===== src/rtl/core/mad_pkg.sv =====
// Package: types, constants and register indexes of the moving average filter.
`default_nettype none
package mad_pkg;

    localparam int SAMPLE_BITS      = 10;
    localparam int MAX_READINGS_DEF = 16;

    localparam int NUM_READINGS_W = 5;
    localparam int INTERVAL_W     = 16;
    localparam int THRESHOLD_W    = 10;
    localparam int CFG_IDX_W      = 2;
    localparam int CFG_DATA_W     = 16;
    localparam int DIFF_W = (SAMPLE_BITS > THRESHOLD_W) ? SAMPLE_BITS : THRESHOLD_W;

    localparam logic [CFG_IDX_W-1:0] REG_NUM_READINGS     = 2'd0;
    localparam logic [CFG_IDX_W-1:0] REG_INTERVAL_TICKS   = 2'd1;
    localparam logic [CFG_IDX_W-1:0] REG_CHANGE_THRESHOLD = 2'd2;

    localparam logic [NUM_READINGS_W-1:0] NUM_READINGS_RST     = 5'd8;
    localparam logic [INTERVAL_W-1:0]     INTERVAL_TICKS_RST   = 16'd10;
    localparam logic [THRESHOLD_W-1:0]    CHANGE_THRESHOLD_RST = 10'd4;

    localparam logic FUNC_TICK = 1'b0;
    localparam logic FUNC_ACK  = 1'b1;

    typedef enum logic [2:0] {
        ST_IDLE,
        ST_FILL,
        ST_WRITE,
        ST_SUM,
        ST_DIV,
        ST_CMP,
        ST_DONE
    } t_state;

    typedef struct packed {
        logic                   func;
        logic [SAMPLE_BITS-1:0] sample;
    } t_in_req;

    typedef struct packed {
        logic [SAMPLE_BITS-1:0] value;
        logic                   has_new_value;
        logic                   sample_taken;
    } t_out_req;

endpackage
`default_nettype wire


===== src/rtl/core/moving_average_deadband_input.sv =====
// Moving average filter with deadband: converter samples averaged over a window.
//
// One request in, one request out. An acknowledge request or a tick that takes
// no sample goes straight to the output register. The first tick after reset
// writes the sample into every window entry, one entry a cycle. For a tick
// that takes a sample, the window memory is read one entry a cycle through its
// single read port to form the sum of n entries, n being the effective window
// length, in SUM_W = SAMPLE_BITS + clog2(MAX_READINGS) (14 by default) bits;
// then a restoring divider produces one quotient bit a cycle. A finished
// result waits in the output register while the next request is taken.
// Configuration writes are always accepted and take effect at once.
`default_nettype none
module moving_average_deadband_input #(
    parameter int MAX_READINGS = mad_pkg::MAX_READINGS_DEF
) (
    input  wire                             i_clk,
    input  wire                             i_rst_n,
    input  wire                             i_in_valid,
    output logic                            o_in_stall,
    input  mad_pkg::t_in_req                i_in_data,
    output logic                            o_out_valid,
    input  wire                             i_out_stall,
    output mad_pkg::t_out_req               o_out_data,
    input  wire                             i_cfg_valid,
    output logic                            o_cfg_ready,
    input  wire [mad_pkg::CFG_IDX_W-1:0]    i_cfg_index,
    input  wire [mad_pkg::CFG_DATA_W-1:0]   i_cfg_data
);

    localparam int SB    = mad_pkg::SAMPLE_BITS;
    localparam int AW    = $clog2(MAX_READINGS);
    localparam int NW    = $clog2(MAX_READINGS + 1);
    localparam int CW    = (NW > mad_pkg::NUM_READINGS_W) ? NW : mad_pkg::NUM_READINGS_W;
    localparam int RW    = NW + 1;
    localparam int SUMW  = SB + AW;
    localparam int BW    = $clog2(SUMW);
    localparam int DW    = mad_pkg::DIFF_W;
    localparam int IVW   = mad_pkg::INTERVAL_W;

    mad_pkg::t_state r_state, n_state;

    logic [mad_pkg::NUM_READINGS_W-1:0] r_num;
    logic [IVW-1:0]                     r_interval;
    logic [mad_pkg::THRESHOLD_W-1:0]    r_threshold;

    logic [SB-1:0]   r_reported, n_reported;
    logic            r_flag, n_flag;
    logic            r_primed, n_primed;
    logic [IVW-1:0]  r_elapsed, n_elapsed;
    logic [AW-1:0]   r_wp, n_wp;
    logic            r_out_valid, n_out_valid;
    logic            r_rvalid, n_rvalid;

    mad_pkg::t_out_req r_out_data, n_out_data;
    logic [SB-1:0]   r_sample, n_sample;
    logic            r_taken, n_taken;
    logic [NW-1:0]   r_idx, n_idx;
    logic [SUMW-1:0] r_acc, n_acc;
    logic [SUMW-1:0] r_mdiv, n_mdiv;
    logic [RW-1:0]   r_rem, n_rem;
    logic [RW-1:0]   r_mrem, n_mrem;
    logic [BW-1:0]   r_bit, n_bit;
    logic [SB-1:0]   r_rdata;

    logic [SB-1:0]   r_mem [MAX_READINGS];

    logic [CW-1:0]   w_num_ext;
    logic [NW-1:0]   w_len;
    logic            w_issue;
    logic [IVW-1:0]  w_elapsed_inc;
    logic [RW-1:0]   w_rsh, w_rnext, w_msh, w_mnext;
    logic            w_qbit, w_mge;
    logic [SB-1:0]   w_avg, w_diff;
    logic            w_we;
    logic [AW-1:0]   w_waddr;

    assign o_in_stall  = (r_state != mad_pkg::ST_IDLE);
    assign o_out_valid = r_out_valid;
    assign o_out_data  = r_out_data;
    assign o_cfg_ready = 1'b1;

    always_comb begin
        w_num_ext = CW'(r_num);
        if (w_num_ext == '0) begin
            w_len = NW'(1);
        end else if (w_num_ext > CW'(MAX_READINGS)) begin
            w_len = NW'(MAX_READINGS);
        end else begin
            w_len = NW'(w_num_ext);
        end
    end

    assign w_issue       = (r_idx < w_len);
    assign w_elapsed_inc = (r_elapsed == '1) ? r_elapsed : r_elapsed + IVW'(1);

    assign w_rsh   = {r_rem[RW-2:0], r_acc[SUMW-1]};
    assign w_qbit  = (w_rsh >= RW'(w_len));
    assign w_rnext = w_qbit ? w_rsh - RW'(w_len) : w_rsh;
    assign w_msh   = {r_mrem[RW-2:0], r_mdiv[SUMW-1]};
    assign w_mge   = (w_msh >= RW'(w_len));
    assign w_mnext = w_mge ? w_msh - RW'(w_len) : w_msh;

    assign w_avg  = r_acc[SB-1:0];
    assign w_diff = (w_avg >= r_reported) ? w_avg - r_reported : r_reported - w_avg;

    always_comb begin
        n_state     = r_state;
        n_reported  = r_reported;
        n_flag      = r_flag;
        n_primed    = r_primed;
        n_elapsed   = r_elapsed;
        n_wp        = r_wp;
        n_out_valid = r_out_valid;
        n_out_data  = r_out_data;
        n_sample    = r_sample;
        n_taken     = r_taken;
        n_idx       = r_idx;
        n_acc       = r_acc;
        n_mdiv      = r_mdiv;
        n_rem       = r_rem;
        n_mrem      = r_mrem;
        n_bit       = r_bit;
        n_rvalid    = 1'b0;
        w_we        = 1'b0;
        w_waddr     = r_wp;

        if (r_out_valid && !i_out_stall) begin
            n_out_valid = 1'b0;
        end

        case (r_state)
            mad_pkg::ST_IDLE: begin
                if (i_in_valid) begin
                    n_sample = i_in_data.sample;
                    n_taken  = 1'b0;
                    if (i_in_data.func == mad_pkg::FUNC_ACK) begin
                        n_flag  = 1'b0;
                        n_state = mad_pkg::ST_DONE;
                    end else if (!r_primed) begin
                        n_reported = i_in_data.sample;
                        n_elapsed  = '0;
                        n_primed   = 1'b1;
                        n_idx      = '0;
                        n_state    = mad_pkg::ST_FILL;
                    end else if (w_elapsed_inc >= r_interval) begin
                        n_elapsed = '0;
                        n_taken   = 1'b1;
                        n_state   = mad_pkg::ST_WRITE;
                    end else begin
                        n_elapsed = w_elapsed_inc;
                        n_state   = mad_pkg::ST_DONE;
                    end
                end
            end
            mad_pkg::ST_FILL: begin
                w_we    = 1'b1;
                w_waddr = r_idx[AW-1:0];
                n_idx   = r_idx + NW'(1);
                if (r_idx == NW'(MAX_READINGS - 1)) begin
                    n_state = mad_pkg::ST_DONE;
                end
            end
            mad_pkg::ST_WRITE: begin
                w_we    = 1'b1;
                w_waddr = r_wp;
                n_idx   = '0;
                n_acc   = '0;
                n_state = mad_pkg::ST_SUM;
            end
            mad_pkg::ST_SUM: begin
                if (w_issue) begin
                    n_idx    = r_idx + NW'(1);
                    n_rvalid = 1'b1;
                end
                if (r_rvalid) begin
                    n_acc = r_acc + SUMW'(r_rdata);
                end
                if (!w_issue && !r_rvalid) begin
                    n_rem   = '0;
                    n_mrem  = '0;
                    n_mdiv  = SUMW'(r_wp) + SUMW'(1);
                    n_bit   = '0;
                    n_state = mad_pkg::ST_DIV;
                end
            end
            mad_pkg::ST_DIV: begin
                n_acc  = {r_acc[SUMW-2:0], w_qbit};
                n_rem  = w_rnext;
                n_mdiv = {r_mdiv[SUMW-2:0], 1'b0};
                n_mrem = w_mnext;
                n_bit  = r_bit + BW'(1);
                if (r_bit == BW'(SUMW - 1)) begin
                    n_state = mad_pkg::ST_CMP;
                end
            end
            mad_pkg::ST_CMP: begin
                n_wp = r_mrem[AW-1:0];
                if (DW'(w_diff) > DW'(r_threshold)) begin
                    n_reported = w_avg;
                    n_flag     = 1'b1;
                end
                n_state = mad_pkg::ST_DONE;
            end
            mad_pkg::ST_DONE: begin
                if (!r_out_valid || !i_out_stall) begin
                    n_out_valid                = 1'b1;
                    n_out_data.value           = r_reported;
                    n_out_data.has_new_value   = r_flag;
                    n_out_data.sample_taken    = r_taken;
                    n_state                    = mad_pkg::ST_IDLE;
                end
            end
            default: begin
                n_state = mad_pkg::ST_IDLE;
            end
        endcase
    end

    always_ff @(posedge i_clk) begin
        if (!i_rst_n) begin
            r_state     <= mad_pkg::ST_IDLE;
            r_reported  <= '0;
            r_flag      <= 1'b0;
            r_primed    <= 1'b0;
            r_elapsed   <= '0;
            r_wp        <= '0;
            r_out_valid <= 1'b0;
            r_rvalid    <= 1'b0;
            r_num       <= mad_pkg::NUM_READINGS_RST;
            r_interval  <= mad_pkg::INTERVAL_TICKS_RST;
            r_threshold <= mad_pkg::CHANGE_THRESHOLD_RST;
        end else begin
            r_state     <= n_state;
            r_reported  <= n_reported;
            r_flag      <= n_flag;
            r_primed    <= n_primed;
            r_elapsed   <= n_elapsed;
            r_wp        <= n_wp;
            r_out_valid <= n_out_valid;
            r_rvalid    <= n_rvalid;
            if (i_cfg_valid && o_cfg_ready) begin
                case (i_cfg_index)
                    mad_pkg::REG_NUM_READINGS: begin
                        r_num <= i_cfg_data[mad_pkg::NUM_READINGS_W-1:0];
                    end
                    mad_pkg::REG_INTERVAL_TICKS: begin
                        r_interval <= i_cfg_data[IVW-1:0];
                    end
                    mad_pkg::REG_CHANGE_THRESHOLD: begin
                        r_threshold <= i_cfg_data[mad_pkg::THRESHOLD_W-1:0];
                    end
                    default: begin
                    end
                endcase
            end
        end
    end

    always_ff @(posedge i_clk) begin
        r_out_data <= n_out_data;
        r_sample   <= n_sample;
        r_taken    <= n_taken;
        r_idx      <= n_idx;
        r_acc      <= n_acc;
        r_mdiv     <= n_mdiv;
        r_rem      <= n_rem;
        r_mrem     <= n_mrem;
        r_bit      <= n_bit;
    end

    // window memory: one write port, one registered read port
    always_ff @(posedge i_clk) begin
        if (w_we) begin
            r_mem[w_waddr] <= r_sample;
        end
        r_rdata <= r_mem[r_idx[AW-1:0]];
    end

endmodule
`default_nettype wire


===== config.mk =====
export PLATFORM = sky130hd
export DESIGN_NAME = moving_average_deadband_input
export DESIGN_NICKNAME = d
export VERILOG_FILES = /design/src/rtl/core/mad_pkg.sv /design/src/rtl/core/moving_average_deadband_input.sv
export SDC_FILE = /design/constraint.sdc
export NUM_CORES = 1
export LEC_CHECK = 0
export ABC_AREA = 1
export BUFFER_PORTS_ARGS = -buffer_cell sky130_fd_sc_hd__buf_2
export CAP_MARGIN = 10
export CORE_ASPECT_RATIO = 1.5
export CORE_MARGIN = 2
export CORE_UTILIZATION = 60
export CTS_CLUSTER_DIAMETER = 60
export DETAILED_ROUTE_END_ITERATION = 12
export PLACE_DENSITY = 0.85
export REMOVE_ABC_BUFFERS = 1
export SLEW_MARGIN = 20
export SYNTH_ARGS = -nofsm -noshare
export SYNTH_HDL_FRONTEND = slang
export SYNTH_SLANG_ARGS = --single-unit

===== constraint.sdc =====
create_clock -name i_clk -period 11.3 [get_ports i_clk]
set_clock_uncertainty 0.1 [all_clocks]
set_input_delay 0.565 -clock i_clk [delete_from_list [all_inputs] [get_ports i_clk]]
set_output_delay 0.565 -clock i_clk [all_outputs]
set_load 0.02 [all_outputs]

# After elaboration in Yosys (flattened, before gate mapping)
# Memory sizes are Yosys's and may differ from the RTL's. A register that Yosys moved wholly into a read port is not among the register bits.
# Cells that the tools add are included.
classes:
  n_eq_ne: 22
  n_reduce_logical: 30
  n_addsub: 9
  mux: 49
  n_lt_le_gt_ge: 7
  bitwise_logic: 2
op_table:
  columns: ["operator", "count"]
  rows:
  - ["2-to-1 mux 10 bit", 5]
  - ["2-to-1 mux 16 bit", 3]
  - ["2-to-1 mux 5 bit", 9]
  - ["case mux 14 bit (3 select lines)", 1]
  - ["2-to-1 mux 14 bit", 2]
  - ["case mux 14 bit (2 select lines)", 1]
  - ["2-to-1 mux 3 bit", 8]
  - ["!= test 2 bit, second input constant", 11]
  - ["case mux 3 bit (7 select lines)", 1]
  - ["case mux 10 bit (2 select lines)", 1]
  - ["case mux 5 bit (2 select lines)", 2]
  - ["case mux 5 bit (4 select lines)", 1]
  - ["subtractor 10 bit", 2]
  - ["adder 16 x 1 -> 16 bit, second input constant", 1]
  - ["== test 16 bit, second input constant", 1]
  - ["greater-or-equal comparator 16 bit", 1]
  - ["AND reduction 2 bit", 8]
  - ["AND reduction 5 bit", 3]
  - ["adder 14 x 10 -> 14 bit", 1]
  - ["greater-or-equal comparator 6 x 5 -> 1 bit", 2]
  - ["2-to-1 mux 1 bit", 11]
  - ["greater-or-equal comparator 10 bit", 1]
  - ["> comparator 10 bit", 1]
  - ["subtractor 5 bit", 2]
  - ["28 further kinds", 40]
word_totals:
  memories: 1
  wordCells: 142
  reg_bits: 138
  mem_bits_rw: 160
mem_list:
  columns: ["memory", "depth", "word_bits", "read_ports", "rd_clocked_by_memory_dff", "wr", "line", "rtl"]
  rows:
  - ["r_mem", 16, 10, 1, 1, 1, "moving_average_deadband_input.sv:65", "logic [SB-1:0] r_mem [MAX_READINGS];"]

# Longest topological paths before layout
depth:
  word_depth: 8
  depth_mapped: 26

# Worst setup path after synthesis
# OpenSTA, ideal clock, no wires.
synth_path:
  path_type: "register to register"
  startpoint: "reg r_num[3] (netlist name)"
  endpoint: "reg r_bit[0] (enable)"
  t_arrival_ns: 3.244
  n_path_buf: 0
  path_slack_ns: 7.504
  path_stages_with_launch: 12
  cell_sequence: "dfxtp_1 > nor2_1 > nand3_1 > nand2_1 > nand2_1 > ha_1 > a21oi_1 > nor2_1 > a211oi_1 > nand2_1 > nand2_1 > o21ai_0"
synth_between:
  elab_chain_len: 8
synth_rtl:
  columns: ["element", "line", "rtl"]
  rows:
  - ["start: declaration", "moving_average_deadband_input.sv:42", "logic [mad_pkg::NUM_READINGS_W-1:0] r_num;"]
  - ["start signal: assignment", "moving_average_deadband_input.sv:229", "r_num <= mad_pkg::NUM_READINGS_RST;"]
  - ["start signal: assignment", "moving_average_deadband_input.sv:244", "r_num <= i_cfg_data[mad_pkg::NUM_READINGS_W-1:0];"]
  - ["> comparator 5 bit", "moving_average_deadband_input.sv:86", "end else if (w_num_ext > CW'(MAX_READINGS)) begin"]
  - ["2-to-1 mux 5 bit", "moving_average_deadband_input.sv:86", null]
  - ["2-to-1 mux 5 bit *", "moving_average_deadband_input.sv:84", "if (w_num_ext == '0) begin"]
  - ["< comparator 5 bit *", "moving_average_deadband_input.sv:93", "assign w_issue = (r_idx < w_len);"]
  - ["zero test 1 bit *", "moving_average_deadband_input.sv:178", "if (!w_issue && !r_rvalid) begin"]
  - ["logical AND 1 bit *", "moving_average_deadband_input.sv:178", null]
  - ["!= test 2 bit (no source line) *", null, null]
  - ["AND reduction 2 bit (no source line) *", null, null]
  - ["end signal: assignment", "moving_average_deadband_input.sv:268", "r_bit <= n_bit;"]
  - ["end: declaration", "moving_average_deadband_input.sv:62", "logic [BW-1:0] r_bit, n_bit;"]
# Every way passes the cells marked *; elsewhere a longest branch is shown, timed or not.
# A chain may end at the register's enable or synchronous reset.

# Final worst setup path
layout_path:
  startpoint: "reg r_acc[6]"
  endpoint: "reg r_reported[8]"
layout_between:
  elab_chain_len: 5
layout_rtl:
  columns: ["element", "line", "rtl"]
  rows:
  - ["start: declaration", "moving_average_deadband_input.sv:58", "logic [SUMW-1:0] r_acc, n_acc;"]
  - ["start signal: assignment", "moving_average_deadband_input.sv:264", "r_acc <= n_acc;"]
  - ["subtractor 10 bit / greater-or-equal comparator 10 bit (equally long branches)", "moving_average_deadband_input.sv:104", "assign w_diff = (w_avg >= r_reported) ? w_avg - r_reported : r_reported - w_avg;"]
  - ["2-to-1 mux 10 bit *", "moving_average_deadband_input.sv:104", null]
  - ["> comparator 10 bit *", "moving_average_deadband_input.sv:198", "if (DW'(w_diff) > DW'(r_threshold)) begin"]
  - ["!= test 2 bit (no source line) *", null, null]
  - ["AND reduction 5 bit (no source line) *", null, null]
  - ["end signal: assignment", "moving_average_deadband_input.sv:234", "r_reported <= n_reported;"]
  - ["end: declaration", "moving_average_deadband_input.sv:46", "logic [SB-1:0] r_reported, n_reported;"]
# Marks and branches as above.

==> flow_summary.json <==
{
  "status": "finished clean",
  "clock_tree.root_cell": "sky130_fd_sc_hd__clkbuf_16",
  "numCtsBuffers": 28,
  "coreArea_mm2": 0.0250,
  "post_synth_edffs": 230,
  "worstHoldPathType": "primary input to flop",
  "worst_hold_startpoint": "i_in_data[3]",
  "worst-path-max-fanout": 20,
  "power.density_cell_area_mw_per_mm2": 263,
  "reg_area_mm2": 0.00847,
  "netlist-cell-type-count": 59,
  "clock_latency_on_the_worst_skew_pair_ns": 0.55,
  "all_layer_global_routing_usage_pct": 27.5,
  "cts_max_level": 1,
  "floorplan.die.width_um": 134,
  "n_diodes": 0,
  "cts_tree": "yes",
  "drt_drc_violations_left": 0,
  "crit_slowest_cell": "sky130_fd_sc_hd__nand2_1",
  "worst_slew_pin_slew_ns": 1.18,
  "setup_viol": 0,
  "place.detailed.hpwl_um": 24300,
  "num_rows": 71,
  "cts_resized": 0,
  "maxCapViolCount": 0,
  "multi_input_area_mm2": 0.00575,
  "crit_chain": "ha_1, nand2_1, nor2_1, nand4_1, nor2_1, nor2_4, inv_2, nand2_1, nand2_1, inv_1, ha_1, nand2_1, nor2_1, nand4_1, o21bai_1, nand3_1, nand3_1, nand2_1, nand3_1, nand2_1, nor2_1",
  "number_of_iterations_in_the_first_detailed_routing_pass": 6,
  "syn2layout_area_growth_pct": 9.68,
  "grt_setup_unrepaired": "no",
  "detail_route.iter0.violations": 1044,
  "layout_worst_path_cycle_share_pct": 36.4,
  "clk_pin_slew_ns": 0.07,
  "fillers": 1817,
  "nNetsFinal": 1652,
  "grt_pass1_vias": 11300,
  "synth_async_sr_flop_share_pct": 0,
  "synth_area_mm2": 0.0151,
  "setup.reg_to_reg.worst_slack_ns": 7.18,
  "cts_hold_repair.buffers": 0,
  "fmax_ghz": 0.243,
  "drt-total-wl_um": 36300,
  "globalplace.congestion": 0.978,
  "grt_overflow": 0,
  "antenna_violating_nets_post_route": 0,
  "hold_viol_final": 0,
  "antenna_violations_before_repair": 0,
  "route.detailed.vias_per_inst": 6.03,
  "global_route_wire_length_before_repair_um": 57200,
  "post-cts-setup-buffers": 0,
  "p_total_mw": 4.36,
  "leakagePower_nw": 6.52,
  "worstSetupEndpointType": "flop",
  "synth_seq_area_share_pct": 56.0,
  "initial_core_util_pct": 60.5,
  "floorplan.io_pins": 49,
  "wl_per_cell_um": 19.2,
  "grt_max_degree": 85,
  "timing_max_transition_violations_final": 0,
  "critPathMaxStageDelay_ns": 0.55,
  "maximum_buffer_depth_of_the_clock_tree": 3,
  "final_layout_size_suffix_gt1_share_pct": 9.36,
  "placement.io_buffers": 47,
  "worst_slew_margin_rel_pct": 20.9,
  "timing.critical_path.arrival_ns": 4.45,
  "required_ns": 11.63,
  "timing.final.crit_period_ns": 4.12,
  "setup.worst_path.start_class": "flop",
  "dominantRegCellSynth": "sky130_fd_sc_hd__edfxtp_1",
  "die_area_mm2": 0.0265,
  "ys_ff_latch": 308,
  "setup.worst_path.class": "flop to flop",
  "peak_supply_drop_v": 0.000226,
  "clock-sinks": 308,
  "setup_total_negative_slack_ns": 0,
  "vias": 11400,
  "die_h_um": 198,
  "synthesis.area_per_instance_um2": 10.0,
  "mapped_cells": 1509,
  "crit_path_from": "r_acc[6]",
  "yosys_warnings": 0,
  "cp_common_cell": "sky130_fd_sc_hd__nand2_1",
  "source_of_the_worst_register_to_register_timing_path": "r_acc[6]"
}
## placed cells by master, fill, tap and decap left out, types with 12 or more instances in the layout
master and count:
sky130_fd_sc_hd__edfxtp_1 230, sky130_fd_sc_hd__nand2_1 204, sky130_fd_sc_hd__nor2_1 173, sky130_fd_sc_hd__inv_1 159, sky130_fd_sc_hd__o21ai_0 112, sky130_fd_sc_hd__a21oi_1 100, sky130_fd_sc_hd__dfxtp_1 78, sky130_fd_sc_hd__ha_1 75
sky130_fd_sc_hd__nand3_1 55, sky130_fd_sc_hd__buf_2 47, sky130_fd_sc_hd__clkbuf_16 29, sky130_fd_sc_hd__xor2_1 26, sky130_fd_sc_hd__mux2i_1 26, sky130_fd_sc_hd__o221ai_1 26, sky130_fd_sc_hd__o21ai_1 18, sky130_fd_sc_hd__nor3_1 16
sky130_fd_sc_hd__nand4_1 15, sky130_fd_sc_hd__o211ai_1 15, sky130_fd_sc_hd__o32ai_1 12
## metal layers
metal / global-route usage [%] / up-vias / share of wire, % / routed length (um)
met5: 0 / - / 0 / 0
met4: 13.8 / 0 / 4.7 / 1720
met3: 3.10 / 122 / 5.5 / 2010
met2: 51.8 / 518 / 53 / 19400
met1: 30.6 / 5426 / 36 / 13200
li1: - / 5312 / - / -
## layout make-up
type                    instances  area share [%]
clock buffers                  31            4.42
clock inverters                21            1.53
inverters                     172            3.97
multi-input cells             972            34.7
flip-flops and latches        308            51.1
well taps                     328            2.48
repair buffers                 56            1.83
## cells in the mapped netlist (all sizes together), types with 6 or more instances
library cell / number / area [um2]
edfxtp: 230 / 6910
nand2: 209 / 802
nor2: 189 / 788
inv: 170 / 646
o21ai: 132 / 664
a21oi: 104 / 536
dfxtp: 78 / 1560
ha: 75 / 938
nand3: 57 / 295
clkbuf: 33 / 126
xor2: 27 / 244
mux2i: 26 / 260
o221ai: 26 / 228
buf: 24 / 130
nor3: 19 / 110
nand4: 15 / 93.8
o211ai: 15 / 113
o32ai: 12 / 105
o22ai: 11 / 75.1
a22oi: 10 / 75.1
xnor2: 6 / 52.6
## where the power goes
part	internal, mW	switching, mW
clock	0.587	0.429
combinational	0.582	1.16
sequential	1.45	0.149
total	2.62	1.74
## registers in the layout, indices dropped and copies added (netlist names), 3 cells and up
signal,flops
r_sample,10
r_acc,14
r_threshold,10
r_mem,160
r_rdata,10
r_elapsed,16
r_mrem,5
r_idx,5
o_out_data,12
r_reported,10
r_mdiv,14
r_rem,5
r_state,3
r_bit,4
r_wp,4
r_interval,16
r_num,5
## worst paths after layout
path | end | cells after the start
max | r_reported[8] | 21
min | r_sample[3] | 1
max reg2reg | r_reported[8] | 21
min reg2reg | o_out_data[0] | 0
## kinds of logic after synthesis
| family | Yosys count | share of synthesized area (%) |
|---|---|---|
| DFF | 308 | 56.0 |
| xor gates and xnor gates | 33 | 1.96 |
| buffers and inverters | 229 | 6.05 |
| adders and majority gates | 80 | 6.87 |
| muxes | 26 | 1.72 |
| AOI/OAI and AO/OA | 333 | 13.0 |
| and+or+nand+nor | 499 | 14.3 |
| other | 1 | 0.0248 |
## stage by stage
stage	cell area, um2	worst slack, ns	cells	hold WS (ns)	utilization (%)
after floorplan	14900	5.30	1452	0.300	-
after global placement	15600	7.38	1836	0.308	62.4
after detailed placement	15600	7.29	1836	0.320	62.4
after CTS	16600	7.21	1888	0.0923	66.3
after global routing	16600	6.85	1888	0.106	66.4
final	16600	7.18	1888	0.110	66.4
## worst max-delay path: cells and delay by family, from the launching register on
kind	cells	cell delay [ns]
compound gates	1	0.17
simple gates	16	2.31
flops	1	0.44
buf+inv	2	0.18
fa+ha+maj	2	0.76
No activity file was read; power rests on OpenSTA's default activity.
